==> config.mk <==
export PLATFORM = sky130hd
export DESIGN_NAME = motor_setpoint_ramp_supervisor_unit
export DESIGN_NICKNAME = d
export VERILOG_FILES = /design/src/rtl/core/msrs_pkg.sv /design/src/rtl/core/msrs_scale.sv /design/src/rtl/core/msrs_ramp.sv /design/src/rtl/core/motor_setpoint_ramp_supervisor_unit.sv
export VERILOG_INCLUDE_DIRS = /design/src /design/src/rtl/core
export SDC_FILE = /design/constraint.sdc
export NUM_CORES = 1
export LEC_CHECK = 0
export BUFFER_PORTS_ARGS = -buffer_cell sky130_fd_sc_hd__buf_4
export CAP_MARGIN = 15
export CORE_MARGIN = 1.5
export CORE_UTILIZATION = 55
export DETAILED_ROUTE_END_ITERATION = 8
export GPL_ROUTABILITY_DRIVEN = 0
export MAX_ROUTING_LAYER = met4
export PLACE_DENSITY = 0.83
export REMOVE_ABC_BUFFERS = 1
export SKIP_LAST_GASP = 1
export SYNTH_ARGS = -nofsm -noshare
export SYNTH_HDL_FRONTEND = slang
export SYNTH_SLANG_ARGS = --single-unit
==> constraint.sdc <==
create_clock -name clk -period 15.7 [get_ports clk]
set_clock_uncertainty 0.1 [all_clocks]
set_input_delay 2.355 -clock clk [delete_from_list [all_inputs] [get_ports clk]]
set_output_delay 2.355 -clock clk [all_outputs]
set_load 0.1 [all_outputs]
==> src/rtl/core/motor_setpoint_ramp_supervisor_unit_macros.svh <==
// Assertion helpers used by the ramp stage RTL (msrs_ramp).
`ifndef MOTOR_SETPOINT_RAMP_SUPERVISOR_UNIT_MACROS_SVH
`define MOTOR_SETPOINT_RAMP_SUPERVISOR_UNIT_MACROS_SVH

// Same-cycle implication, disabled while reset is asserted.
`define MSRS_ASSERT_IMPL(lbl, ck, rn, ante, cons, msg) \
  lbl: assert property (@(posedge ck) disable iff (!rn) (ante) |-> (cons)) \
    else $error(msg);

// Next-cycle implication, disabled while reset is asserted.
`define MSRS_ASSERT_NEXT(lbl, ck, rn, ante, cons, msg) \
  lbl: assert property (@(posedge ck) disable iff (!rn) (ante) |=> (cons)) \
    else $error(msg);

`endif

==> src/rtl/core/msrs_pkg.sv <==
`timescale 1ns / 1ps

package msrs_pkg;

  // Depth of the tach averaging ring. It must be a power of two so that the
  // average is a plain right shift of the running total.
  localparam int AVG_DEPTH = 8;
  localparam int AVG_SHIFT = $clog2(AVG_DEPTH);
  localparam int POS_W     = AVG_SHIFT;
  localparam int TOTAL_W   = 8 + AVG_SHIFT;

  typedef enum logic [1:0] {
    CMD_SAMPLE = 2'd0,
    CMD_START  = 2'd1,
    CMD_STOP   = 2'd2
  } cmd_t;

  typedef enum logic [2:0] {
    PH_IDLE  = 3'd0,
    PH_RUN   = 3'd1,
    PH_ACCEL = 3'd2,
    PH_DECEL = 3'd3,
    PH_CONST = 3'd4
  } phase_t;

  typedef enum logic [1:0] {
    REG_MAX_SPEED      = 2'd0,
    REG_SPIN_THRESHOLD = 2'd1,
    REG_ACCEL_STEP     = 2'd2,
    REG_DECEL_STEP     = 2'd3
  } reg_idx_t;

  typedef struct packed {
    logic [7:0]  max_speed;
    logic [7:0]  spin_threshold;
    logic [15:0] accel_step;
    logic [15:0] decel_step;
  } cfg_t;

  // One item after scaling, handed from the scaler to the ramp stage.
  typedef struct packed {
    logic [1:0] cmd;
    logic       due;
    logic [7:0] target;
    logic [7:0] tach_scaled;
  } scaled_t;

  // Floor of x / 1023 for x below 1023 * 256. With q0 = x >> 10 the
  // remainder x - 1023 * q0 equals (x mod 1024) + q0, which stays below
  // twice 1023, so one compare fixes the quotient.
  function automatic logic [7:0] div1023(input logic [17:0] x);
    logic [7:0]  q0;
    logic [10:0] rem;
    q0  = x[17:10];
    rem = {1'b0, x[9:0]} + {3'b000, q0};
    return (rem >= 11'd1023) ? 8'(q0 + 8'd1) : q0;
  endfunction

endpackage

==> src/rtl/core/msrs_scale.sv <==
`timescale 1ns / 1ps

module msrs_scale (
  input  logic                clk,
  input  logic                rst_n,
  input  msrs_pkg::cfg_t      cfg,
  input  logic                in_valid,
  output logic                in_ready,
  input  logic [1:0]          in_command,
  input  logic [9:0]          in_pot_sample,
  input  logic [9:0]          in_tach_sample,
  input  logic                in_check_due,
  output logic                sc_valid,
  input  logic                sc_ready,
  output msrs_pkg::scaled_t   sc_item
);

  logic              s0_valid_r, s0_valid_nxt;
  logic [1:0]        s0_cmd_r;
  logic [9:0]        s0_pot_r;
  logic [9:0]        s0_tach_r;
  logic              s0_due_r;
  logic              s1_valid_r, s1_valid_nxt;
  msrs_pkg::scaled_t s1_item_r, s1_item_nxt;
  logic              s0_free, s1_free;
  logic [17:0]       pot_prod, tach_prod;

  assign s1_free  = !s1_valid_r || sc_ready;
  assign s0_free  = !s0_valid_r || s1_free;
  assign in_ready = s0_free;

  assign s0_valid_nxt = s0_free ? in_valid : s0_valid_r;
  assign s1_valid_nxt = s1_free ? s0_valid_r : s1_valid_r;

  // pot * max_speed and tach * 255, both at most 1023 * 255.
  assign pot_prod  = {8'd0, s0_pot_r} * {10'd0, cfg.max_speed};
  assign tach_prod = {s0_tach_r, 8'd0} - {8'd0, s0_tach_r};

  always_comb begin
    s1_item_nxt.cmd         = s0_cmd_r;
    s1_item_nxt.due         = s0_due_r;
    s1_item_nxt.target      = msrs_pkg::div1023(pot_prod);
    s1_item_nxt.tach_scaled = msrs_pkg::div1023(tach_prod);
  end

  always_ff @(posedge clk) begin
    if (!rst_n) begin
      s0_valid_r <= 1'b0;
      s1_valid_r <= 1'b0;
    end else begin
      s0_valid_r <= s0_valid_nxt;
      s1_valid_r <= s1_valid_nxt;
    end
  end

  always_ff @(posedge clk) begin
    if (s0_free && in_valid) begin
      s0_cmd_r  <= in_command;
      s0_pot_r  <= in_pot_sample;
      s0_tach_r <= in_tach_sample;
      s0_due_r  <= in_check_due;
    end
    if (s1_free && s0_valid_r) begin
      s1_item_r <= s1_item_nxt;
    end
  end

  assign sc_valid = s1_valid_r;
  assign sc_item  = s1_item_r;

endmodule

==> src/rtl/core/msrs_ramp.sv <==
`timescale 1ns / 1ps
`include "motor_setpoint_ramp_supervisor_unit_macros.svh"

module msrs_ramp (
  input  logic                clk,
  input  logic                rst_n,
  input  msrs_pkg::cfg_t      cfg,
  input  logic                sc_valid,
  output logic                sc_ready,
  input  msrs_pkg::scaled_t   sc_item,
  output logic                out_valid,
  input  logic                out_ready,
  output logic [15:0]         out_speed_setpoint,
  output logic [7:0]          out_speed_target,
  output logic [7:0]          out_tach_average,
  output logic [2:0]          out_motor_phase,
  output logic                out_tach_fault,
  output logic                out_regulator_auto
);

  localparam int AVG_W = msrs_pkg::TOTAL_W - msrs_pkg::AVG_SHIFT;

  logic [7:0]                    ring_r [msrs_pkg::AVG_DEPTH];
  logic [msrs_pkg::POS_W-1:0]    pos_r, pos_nxt;
  logic [msrs_pkg::TOTAL_W-1:0]  total_r, total_nxt;
  logic [15:0]                   setpoint_r, setpoint_nxt;
  logic                          enabled_r, enabled_nxt;
  logic                          ramping_r, ramping_nxt;
  logic                          fault_r, fault_nxt;
  logic                          auto_r, auto_nxt;
  msrs_pkg::phase_t              phase_r, phase_nxt;

  logic                          out_valid_r, out_valid_nxt;
  logic [15:0]                   o_setpoint_r;
  logic [7:0]                    o_target_r, o_target_nxt;
  logic [7:0]                    o_avg_r, o_avg_nxt;
  logic [2:0]                    o_phase_r;
  logic                          o_fault_r, o_auto_r;

  logic                          take, ring_write;
  logic [AVG_W-1:0]              avg_now;
  logic [15:0]                   tgt_fx;
  logic [16:0]                   ramp_up;

  assign sc_ready = !out_valid_r || out_ready;
  assign take     = sc_valid && sc_ready;

  assign tgt_fx  = {sc_item.target, 8'h00};
  assign ramp_up = {1'b0, setpoint_r} + {1'b0, cfg.accel_step};
  assign avg_now = AVG_W'(total_r >> msrs_pkg::AVG_SHIFT);

  always_comb begin
    pos_nxt      = pos_r;
    total_nxt    = total_r;
    setpoint_nxt = setpoint_r;
    enabled_nxt  = enabled_r;
    ramping_nxt  = ramping_r;
    fault_nxt    = fault_r;
    auto_nxt     = auto_r;
    phase_nxt    = phase_r;
    ring_write   = 1'b0;
    o_target_nxt = 8'd0;
    o_avg_nxt    = 8'(avg_now);
    case (msrs_pkg::cmd_t'(sc_item.cmd))
      msrs_pkg::CMD_START: begin
        if (!enabled_r) begin
          enabled_nxt = 1'b1;
          ramping_nxt = 1'b1;
          fault_nxt   = 1'b0;
        end
      end
      msrs_pkg::CMD_STOP: begin
        enabled_nxt = 1'b0;
        ramping_nxt = 1'b0;
      end
      msrs_pkg::CMD_SAMPLE: begin
        ring_write   = 1'b1;
        total_nxt    = total_r - msrs_pkg::TOTAL_W'(ring_r[pos_r])
                       + msrs_pkg::TOTAL_W'(sc_item.tach_scaled);
        pos_nxt      = (pos_r == msrs_pkg::POS_W'(msrs_pkg::AVG_DEPTH - 1)) ?
                       '0 : pos_r + 1'b1;
        o_target_nxt = sc_item.target;
        o_avg_nxt    = 8'(total_nxt >> msrs_pkg::AVG_SHIFT);

        // A due check with a demanded speed but no tach signal trips the alarm.
        if (sc_item.due && enabled_r && (sc_item.target >= cfg.spin_threshold) &&
            (o_avg_nxt == 8'd0)) begin
          auto_nxt    = 1'b0;
          enabled_nxt = 1'b0;
          ramping_nxt = 1'b0;
          fault_nxt   = 1'b1;
        end

        if (enabled_nxt && !fault_nxt) begin
          auto_nxt = 1'b1;
          if (ramping_nxt) begin
            setpoint_nxt = (ramp_up < {1'b0, tgt_fx}) ? ramp_up[15:0] : tgt_fx;
            if (setpoint_nxt >= tgt_fx) begin
              ramping_nxt = 1'b0;
              phase_nxt   = msrs_pkg::PH_CONST;
            end else begin
              phase_nxt   = msrs_pkg::PH_ACCEL;
            end
          end else begin
            setpoint_nxt = tgt_fx;
          end
        end else begin
          setpoint_nxt = (setpoint_r > cfg.decel_step) ?
                         16'(setpoint_r - cfg.decel_step) : 16'd0;
          phase_nxt    = msrs_pkg::PH_DECEL;
          if ((setpoint_nxt == 16'd0) && (o_avg_nxt == 8'd0)) begin
            auto_nxt  = 1'b0;
            phase_nxt = msrs_pkg::PH_IDLE;
          end
        end
      end
      default: begin
      end
    endcase
  end

  assign out_valid_nxt = take ? 1'b1 : (out_ready ? 1'b0 : out_valid_r);

  always_ff @(posedge clk) begin
    if (!rst_n) begin
      for (int i = 0; i < msrs_pkg::AVG_DEPTH; i++) begin
        ring_r[i] <= 8'd0;
      end
      pos_r       <= '0;
      total_r     <= '0;
      setpoint_r  <= 16'd0;
      enabled_r   <= 1'b0;
      ramping_r   <= 1'b0;
      fault_r     <= 1'b0;
      auto_r      <= 1'b0;
      phase_r     <= msrs_pkg::PH_IDLE;
      out_valid_r <= 1'b0;
    end else begin
      out_valid_r <= out_valid_nxt;
      if (take) begin
        if (ring_write) begin
          ring_r[pos_r] <= sc_item.tach_scaled;
        end
        pos_r      <= pos_nxt;
        total_r    <= total_nxt;
        setpoint_r <= setpoint_nxt;
        enabled_r  <= enabled_nxt;
        ramping_r  <= ramping_nxt;
        fault_r    <= fault_nxt;
        auto_r     <= auto_nxt;
        phase_r    <= phase_nxt;
      end
    end
  end

  always_ff @(posedge clk) begin
    if (take) begin
      o_setpoint_r <= setpoint_nxt;
      o_target_r   <= o_target_nxt;
      o_avg_r      <= o_avg_nxt;
      o_phase_r    <= phase_nxt;
      o_fault_r    <= fault_nxt;
      o_auto_r     <= auto_nxt;
    end
  end

  assign out_valid          = out_valid_r;
  assign out_speed_setpoint = o_setpoint_r;
  assign out_speed_target   = o_target_r;
  assign out_tach_average   = o_avg_r;
  assign out_motor_phase    = o_phase_r;
  assign out_tach_fault     = o_fault_r;
  assign out_regulator_auto = o_auto_r;

  `MSRS_ASSERT_IMPL(a_fault_stops, clk, rst_n, fault_r, !enabled_r, "alarm latched while enabled")
  `MSRS_ASSERT_IMPL(a_ramp_enabled, clk, rst_n, ramping_r, enabled_r, "ramping while disabled")
  `MSRS_ASSERT_IMPL(a_idle_manual, clk, rst_n, phase_r == msrs_pkg::PH_IDLE, !auto_r, "idle in auto")
  `MSRS_ASSERT_NEXT(a_hold_state, clk, rst_n, !take, $stable(setpoint_r) && $stable(total_r), "state moved without a beat")

endmodule

==> src/rtl/core/motor_setpoint_ramp_supervisor_unit.sv <==
`timescale 1ns / 1ps

// Motor setpoint ramp supervisor. Each input beat is a start click, a stop
// click or a sample (pot reading, tach reading, timeout-due flag), and each
// one yields exactly one result beat carrying the 8.8 setpoint, the scaled
// target, the tach average, the motor phase, the alarm and the regulator
// mode. The block takes one beat per clock cycle while the result channel
// is not stalled. An accepted beat is held in the input register, then in
// the scaling stage's output register (pot times max_speed and the tach
// times 255, each divided by 1023), and then in the result register, which
// is loaded from the ramp stage, whose state update is combinational so that
// consecutive beats follow without gaps. The ready signal only drops while
// the result register is full and not taken and the two stages behind it
// are occupied. The tach ring is cleared directly by reset, so no clearing
// pass is needed. Configuration registers may only be written while no beat
// is in flight.

module motor_setpoint_ramp_supervisor_unit (
  input  logic        clk,
  input  logic        rst_n,
  // Configuration write port.
  input  logic        cfg_we,
  input  logic [1:0]  cfg_index,
  input  logic [15:0] cfg_wdata,
  // Input channel.
  input  logic        in_valid,
  output logic        in_ready,
  input  logic [1:0]  in_command,
  input  logic [9:0]  in_pot_sample,
  input  logic [9:0]  in_tach_sample,
  input  logic        in_check_due,
  // Result channel.
  output logic        out_valid,
  input  logic        out_ready,
  output logic [15:0] out_speed_setpoint,
  output logic [7:0]  out_speed_target,
  output logic [7:0]  out_tach_average,
  output logic [2:0]  out_motor_phase,
  output logic        out_tach_fault,
  output logic        out_regulator_auto
);

  msrs_pkg::cfg_t    cfg_r, cfg_nxt;
  logic              sc_valid, sc_ready;
  msrs_pkg::scaled_t sc_item;

  // Register file. Narrow registers take the low bits of the write data.
  always_comb begin
    cfg_nxt = cfg_r;
    if (cfg_we) begin
      case (msrs_pkg::reg_idx_t'(cfg_index))
        msrs_pkg::REG_MAX_SPEED:      cfg_nxt.max_speed      = cfg_wdata[7:0];
        msrs_pkg::REG_SPIN_THRESHOLD: cfg_nxt.spin_threshold = cfg_wdata[7:0];
        msrs_pkg::REG_ACCEL_STEP:     cfg_nxt.accel_step     = cfg_wdata;
        msrs_pkg::REG_DECEL_STEP:     cfg_nxt.decel_step     = cfg_wdata;
        default: begin
        end
      endcase
    end
  end

  // Reset values: full-scale pot range, no spin threshold, an acceleration
  // step of about 0.1 and a deceleration step of 0.5 per sample.
  always_ff @(posedge clk) begin
    if (!rst_n) begin
      cfg_r.max_speed      <= 8'd255;
      cfg_r.spin_threshold <= 8'd0;
      cfg_r.accel_step     <= 16'd26;
      cfg_r.decel_step     <= 16'd128;
    end else begin
      cfg_r <= cfg_nxt;
    end
  end

  // Input register and scaling stage.
  msrs_scale u_scale (
    .clk            (clk),
    .rst_n          (rst_n),
    .cfg            (cfg_r),
    .in_valid       (in_valid),
    .in_ready       (in_ready),
    .in_command     (in_command),
    .in_pot_sample  (in_pot_sample),
    .in_tach_sample (in_tach_sample),
    .in_check_due   (in_check_due),
    .sc_valid       (sc_valid),
    .sc_ready       (sc_ready),
    .sc_item        (sc_item)
  );

  // Tach averaging, alarm check, setpoint ramp and the result register.
  msrs_ramp u_ramp (
    .clk                (clk),
    .rst_n              (rst_n),
    .cfg                (cfg_r),
    .sc_valid           (sc_valid),
    .sc_ready           (sc_ready),
    .sc_item            (sc_item),
    .out_valid          (out_valid),
    .out_ready          (out_ready),
    .out_speed_setpoint (out_speed_setpoint),
    .out_speed_target   (out_speed_target),
    .out_tach_average   (out_tach_average),
    .out_motor_phase    (out_motor_phase),
    .out_tach_fault     (out_tach_fault),
    .out_regulator_auto (out_regulator_auto)
  );

endmodule
Yosys cells after proc, flatten, opt, wreduce, memory -nomap -nowiden. Memories as Yosys holds them, arrays and structs flattened. A register that Yosys moved wholly into a read port is not among the register bits. Index checks and enable logic that the tools add are counted.

Register bits: 167. Logic and storage cells: 128. Output and inout port bits: 39. Memories kept: 1. Memory bits (writable): 64. Input port bits: 46.

Equality and inequality tests: 7. Multiply operators: 1. $lt $le $gt $ge: 6. Add/subtract/negate cells: 10. Reductions and logical operators: 29. Multiplexer cells: 45.

Memories: u_ramp.ring_r (words 8, width 8, rd ports 1, clocked after Yosys merged registers in 1, write ports 8, RTL line msrs_ramp.sv:23) `logic [7:0] ring_r [msrs_pkg::AVG_DEPTH];`.

Operators by type and width (number): 2-to-1 mux 16 bit (5); 2-to-1 mux 8 bit (4); 2-to-1 mux 1 bit (24); 2-to-1 mux 3 bit (8); adder 10 x 8 -> 11 bit (2); greater-or-equal comparator 11 x 10 -> 1 bit (second input constant) (2); multiplier 10 x 8 -> 18 bit (1); subtractor 18 x 10 -> 18 bit (1); adder 16 x 16 -> 17 bit (1); < comparator 17 x 16 -> 1 bit (1); adder 8 x 1 -> 8 bit (second input constant) (2); greater-or-equal comparator 16 bit (1); > comparator 16 bit (1); logical NOT 16 bit (1); subtractor 16 bit (1); AND reduction 2 bit (6); adder 11 x 8 -> 11 bit (1); subtractor 11 x 8 -> 11 bit (1); greater-or-equal comparator 8 bit (1); logical AND 1 bit (8); logical NOT 8 bit (1); OR reduction 8 bit (1); == test 2 bit (second input constant) (3); one-hot mux 1 bit (3 select lines) (2); other kinds (12) (19).

Depth between registers and ports, before layout. Gate-level depths: netlist (run 1).

Depth after elaboration: 10. Mapped depth: 29. Mapped depth without buffers: 28.

Modules after synthesis. From an unflattened synthesis (run 1), not the netlist that was laid out.

Cells, all modules: 1712. Area total of the unflattened synthesis: 16754.8 um2.

Modules (own cells, without submodules): msrs_ramp (instances 1, seq. area each 3853.7 um2, cells each 996, area an instance 9492.9 um2); msrs_scale (instances 1, seq. area each 1301.2 um2, cells each 529, area an instance 5378.9 um2); motor_setpoint_ramp_supervisor_unit (instances 1, seq. area each 960.9 um2, cells each 187, area an instance 1883.1 um2).

Least setup slack after synthesis (run 1). OpenSTA, ideal clock, no wires.

Path kind: flip-flop to flip-flop. Start: reg cfg_r[46] (netlist bit). End: reg u_scale.s1_item_r, in the netlist u_scale.sc_item[13], data pin. Arrival time: 6.553 ns. Stages on the path, launching flop included: 27. Path slack: 8.777 ns. Path buffers: 1. Period minus slack after synthesis: 6.923 ns. Data required time: 15.330 ns. Setup time: 0.270 ns. Cell sequence: dfxtp_1 clkbuf_1 and2_1 fa_1 fa_1 fa_1 inv_1 fa_1 inv_1 ha_1 a211o_1 o221a_1 and2_2 o21ai_0 nand2b_1 xor2_1 ha_1 a21o_1 a21o_1 a31o_2 a21oi_1 o2111ai_1 a32oi_1 a21oi_2 a41oi_4 and4bb_1 xor2_1.

RTL lines: from (decl) (RTL line motor_setpoint_ramp_supervisor_unit.sv:43) `msrs_pkg::cfg_t cfg_r, cfg_nxt;`; from (signal assigned) (RTL line motor_setpoint_ramp_supervisor_unit.sv:71) `cfg_r <= cfg_nxt;`; to (signal assigned) (RTL line msrs_scale.sv:64) `s1_item_r <= s1_item_nxt;`; to (decl) (RTL line msrs_scale.sv:24) `msrs_pkg::scaled_t s1_item_r, s1_item_nxt;`.

==> metrics, run 1 <==
Avg WL per Cell=18.3 um; hold path depth=0; antenna diode count=0; outcome=completed; Post-synth EDFFs=143; Critical-path top delay cell=fa_1; Synth Area in Compound Gates=0.152; Worst-Margin Slew=1050 ps; Syn-to-layout area delta=11.0%; Final Cycle Share=0.493; Final Hold Fails=0; CP Class=flop to flop; Post-CTS Resized=0; number of global-route vias before repair=12,700; reg2reg setup slack=7970 ps; TritonCTS Sinks=234; Min-Delay Startpoint=u_scale.s0_cmd_r[1]; Crit path arrival time=7890 ps; Pleak=0.00758 uW; Post-Route Setup TNS=0 ps; cell with the most instances after synthesis=nand2_1; largest net degree at the start of global routing=84; Clock Latency Late Sink=550 ps; reg2reg start=u_scale.s0_pot_r[2]; design area=0.0182 sq mm; post-synthesis cell area=0.0164 sq mm; Yosys top cell area share=0.262; Rows=62; xor/xnor share of the synthesized area=0.0412; global-route wire length before repair=63.7 mm; Post-DP HPWL=29.0 mm; RSZ-0062 raised after global routing=false; dpl cell area=0.0173 sq mm; Startpoint Class=flop; Max Root-Sink Buffers=3; total grt overflow=0; share of layout cells above drive strength 1=0.115; synth cell count leaders=nand2_1 (180), inv_1 (163), edfxtp_1 (143), ha_1 (126); Setup crit end kind=flop; Max Fclk=0.129 GHz; core area=0.0290 sq mm; Die Span X=175 um; clock slew at reported path FFs=50 ps; largest family of logic cells by synthesized area=adder cells; Synth Area in Simple Gates=0.170; max-cap viol count=0; synth top area cells=edfxtp_1 (26%), dfxtp_1 (11%), ha_1 (9.6%); die area=0.0308 sq mm; post-synthesis mux area share=0.0388; Req. time, crit path=15,860 ps; final wirelength=39.1 mm; routed wl met2=19.1 mm; Mapped Cells=1,670; Root Buffer=clkbuf_16; CTS tree=yes; Tmin final=7730 ps; Hold/Removal Path Class=flop to flop; Reg2Reg Capture Point=u_scale.sc_item[13]; Syn Area/Cell=9.80 sq um; vias=12,900; DR pass1 iterations=5; Synth Area in Adders=0.170; # IOs=85; GRT Total Usage=0.263; sequential share of the synthesized area=0.374; initial antenna violation count=0; number of setup buffers added after CTS=0; area leader, netlist=edfxtp_1; DR top layer=met4; IO Port Bufs=84; Peak VDD IR=0.000266 V; FFs w/ async S/R, synth=0; DR WL met3=2.62 mm; Synth Register Bits=234; Via density=6.02; chip height=175 um; Min-Delay Endpoint=u_scale.sc_item[18]; met1 wire length=16.2 mm; DRC viols=0; Final Max Tran Viols=0; final setup fails=0; crit-path max cell delay=560 ps; ys flop type=edfxtp_1; initial DRC count=1,229; nets=1,964; Initial Utilization=0.564; Reg2Reg Depth=25; relative slew slack=0.291; hold_buf cts=0; Critical Path Most Common Cell=fa_1; Synth Warn #=0; antenna-violating nets left=0; critical path fanouts, max=8; count of different cell masters after synthesis=88; total power per unit cell area=208 mW/mm^2; total CTS buffers=26; # H-tree levels=1
layout by cell type, fill, tap and decap left out, types with 9 or more instances in the layout:
master	instances
and3_1	12
o21bai_1	12
xor2_1	21
nor2_1	60
nand4_1	10
nor2b_1	26
clkbuf_16	26
nand2_1	180
mux2i_1	14
inv_1	163
o21a_1	22
nor4_1	38
ha_1	126
clkbuf_1	10
o21ai_0	80
mux4_2	16
buf_4	100
a31oi_1	9
nor3_1	36
nand2b_1	15
a21o_1	31
and2_1	91
nand3_1	32
a21boi_0	42
a21oi_1	57
mux2_2	12
xnor2_1	56
or3_1	10
dfxtp_1	91
edfxtp_1	143
fa_1	60
o31ai_1	9
o211ai_1	9
worst max-delay path, delay by kind of cell, from the launching register on:
kind            cells  cell delay [ps]
fa+ha+maj           6             2830
compound gates     11             2660
simple gates        4              780
xor+xnor            2              500
flops               1              480
buf+inv             2              110
power by group:
part	switching (uW)	total (uW)	leakage, uW	internal (uW)
Clock	250	591	0.000392	341
Sequential	33.7	761	0.00214	727
Combinational	1440	2430	0.00504	988
routing by layer:
layer	track usage	up-vias
li1	-	6051
met1	0.331	6195
met2	0.444	520
met3	0.0268	86
met4	0.0880	0
met5	-	-
cells by family after synthesis:
logic type / Yosys count
AOI/OAI and AO/OA: 358
xor gates and xnor gates: 77
adders and majority gates: 187
buffers and inverters: 229
DFF: 234
muxes: 42
and+or+nand+nor: 543
sequential cells by signal, summed over array words and instances, names as in the netlist, 2 cells and up, named ones only:
register	cells
u_ramp.ring_r	64
cfg_r	48
u_scale.sc_item	19
u_ramp.out_speed_setpoint	16
u_ramp.setpoint_r	16
u_ramp.total_r	11
u_scale.s0_pot_r	10
u_scale.s0_tach_r	10
u_ramp.out_speed_target	8
u_ramp.out_tach_average	8
u_ramp.out_motor_phase	3
u_ramp.phase_r	3
u_ramp.pos_r	3
u_scale.s0_cmd_r	2
final cells by class:
class                           instances  area [sq um]
Fill cell                            2327         10800
Multi-Input combinational cell       1207          9390
Sequential cell                       234          6120
Timing Repair Buffer                  100           751
Clock buffer                           36           688
Inverter                              163           612
Tap cell                              384           480
Clock inverter                         12           133
how the worst max path moves through the flow:
| stage | start | endpoint | slack (ps) | cells after the start |
|---|---|---|---|---|
| after floorplan | u_scale.s0_pot_r[2] | u_scale.sc_item[13] | 8790 | 25 |
| after global placement | u_scale.s0_pot_r[2] | u_scale.sc_item[13] | 8490 | 25 |
| after detailed placement | u_scale.s0_pot_r[2] | u_scale.sc_item[13] | 8230 | 25 |
| after CTS | u_scale.s0_pot_r[2] | u_scale.sc_item[13] | 8130 | 25 |
| after global routing | cfg_r[46] | u_scale.sc_item[13] | 7590 | 25 |
| final | u_scale.s0_pot_r[2] | u_scale.sc_item[13] | 7970 | 25 |
per-stage QoR:
stage          total power, uW  hold WS [ps]  std cells  utilization  setup WS (ps)
2_1_floorplan             2640           300       1604            -           8790
3_3_place_gp              3020           310       2088        0.598           8490
3_5_place_dp              3120           305       2088        0.598           8230
4_1_cts                   3750           319       2136        0.626           8130
5_1_grt                   4050           328       2136        0.626           7590
6_report                  3780           322       2136        0.626           7970
(Power assumes the default switching activity.)
==> inputs of run 2 (changes only) <==
Settings changed: PLACE_DENSITY 0.83 to 0.86.
Clock period 15.7 ns to 7.1 ns, I/O delays scaled along.
==> metrics, run 2 (synthesis gave the netlist of run 1 again) <==
outcome=completed; Final Cycle Share=0.994; Avg WL per Cell=19.0 um; Via density=6.08; Syn-to-layout area delta=14.2%; Die Span X=175 um; TritonCTS Sinks=234; commonest non-fill, non-tap cell in the layout=nand2_1; Max Root-Sink Buffers=3; Worst Setup EP=u_scale.sc_item[13]; initial DRC count=1,331; Worst Setup SP=u_scale.s0_pot_r[3]; GRT Total Usage=0.269; number of global-route vias before repair=12,900; Final Hold Fails=0; hold_buf cts=0; Post-Route Setup TNS=0 ps; vias=13,200; CTS tree=yes; Initial Utilization=0.564; total power per unit cell area=523 mW/mm^2; clock slew at reported path FFs=60 ps; crit-path max cell delay=520 ps; chip height=175 um; Tmin final=7050 ps; commonest cells after routing, fill and taps aside=nand2_1 (179), inv_1 (160), edfxtp_1 (143); Hold/Removal Path Class=flop to flop; dpl cells=2,102; final setup fails=0; CP delay by family, top=adder cells; Critical-path top delay cell=fa_1; Crit path arrival time=7230 ps; Setup crit end kind=flop; Critical Path Most Common Cell=fa_1; die area=0.0308 sq mm; DR pass1 iterations=5; Worst-Margin Slew=1040 ps; share of layout cells above drive strength 1=0.150; Pleak=0.00781 uW; # IOs=85; Max Fclk=0.142 GHz; antenna diode count=0; reg2reg setup slack=50 ps; Post-DP HPWL=29.4 mm; Reg2Reg Capture Point=u_scale.sc_item[13]; Rows=62; Reg with most FFs=u_ramp.ring_r; Peak VDD IR=0.000711 V; DRC viols=0; Startpoint Class=flop; Clock Latency Late Sink=540 ps; antenna-violating nets left=0; Largest register FFs=64; Reg2Reg Depth=26; IO Port Bufs=84; largest net degree at the start of global routing=102; Min-Delay Startpoint=u_scale.s0_due_r; Crit path depth=26; final core area utilization=0.644; CP Class=flop to flop; fin cells=2,168; total CTS buffers=26; final wirelength=41.1 mm; initial antenna violation count=0; Req. time, crit path=7270 ps; buffer and inverter count on the worst path=4; critical path fanouts, max=4; total grt overflow=0; reg2reg start=u_scale.s0_pot_r[3]; Design Power=9770 uW; # H-tree levels=1; relative slew slack=0.300; max-cap viol count=0; core area=0.0290 sq mm; nets=1,998; Root Buffer=clkbuf_16; Final Max Tran Viols=0; global-route wire length before repair=64.7 mm
==> run 2: changes by cell type in the layout (fill, tap and decap cells not counted), sizes merged <==
cell	change
buf	+33
bufinv	-1
clkinv	+1
clkinvlp	-1
==> run 2: per-stage QoR <==
stage,hold slack [ps],worst slack [ps],instance area (sq um)
finish,317,45.3,18700
global placement,307,186,17500
global route,321,-183,18700
CTS,318,0.321,18400
floorplan,300,191,16100
detailed placement,305,-222,17500
==> run 2: how the worst min path moves through the flow <==
stage                     cells after the start             endpoint  slack [ps]
after detailed placement                      0  u_scale.sc_item[16]         310
after CTS                                     0  u_scale.sc_item[16]         320
after global placement                        0  u_scale.sc_item[16]         310
after floorplan                               0  u_scale.sc_item[16]         300
final                                         0  u_scale.sc_item[16]         320
after global routing                          0  u_scale.sc_item[16]         320
==> run 2: routing by layer <==
layer,vias to the layer above,share of wire,GRT usage
li1,6109,-,-
met1,6379,0.40,0.337
met2,594,0.49,0.451
met3,102,0.074,0.0325
met4,0,0.031,0.0929
met5,-,0,-
==> run 2: timing repair <==
action                                  CTS  global route
pin swaps                                 2            34
gates cloned                              0             0
endpoints found under the setup margin    8             8
gates resized for setup                   7            43
buffers inserted                          7            12
==> run 2: worst reg2reg max path, cell delays in order, from the launching register on <==
cell and delay [ps]:
edfxtp_1 440, buf_4 170, and2_1 170, fa_1 480, fa_1 470, fa_1 520
inv_1 50, fa_1 500, inv_2 50, ha_4 240, a2111oi_4 410, o21ai_2 130
and2_4 170, a21o_1 180, a21o_1 170, a21oi_2 170, xnor2_2 100, ha_1 320
inv_1 80, or2_4 260, a2111o_1 400, o21a_1 160, o311ai_2 260, a21oi_2 90
a41oi_4 280, and4bb_1 260, xor2_1 170
==> run 2: final cells by class <==
class,count,area [sq um]
multi-input cells,1207,9600
clock buffers,35,757
repair buffers,134,1030
fillers,2138,10300
clock inverters,11,87.6
inverters,163,612
well taps,384,480
flip-flops and latches,234,6120
==> run 2: report_power, final <==
group	internal (uW)	switching (uW)	leakage, uW
Clock	781	550	0.000413
Combinational	2970	3790	0.00525
Sequential	1610	73.5	0.00214
Total	5350	4410	0.00781
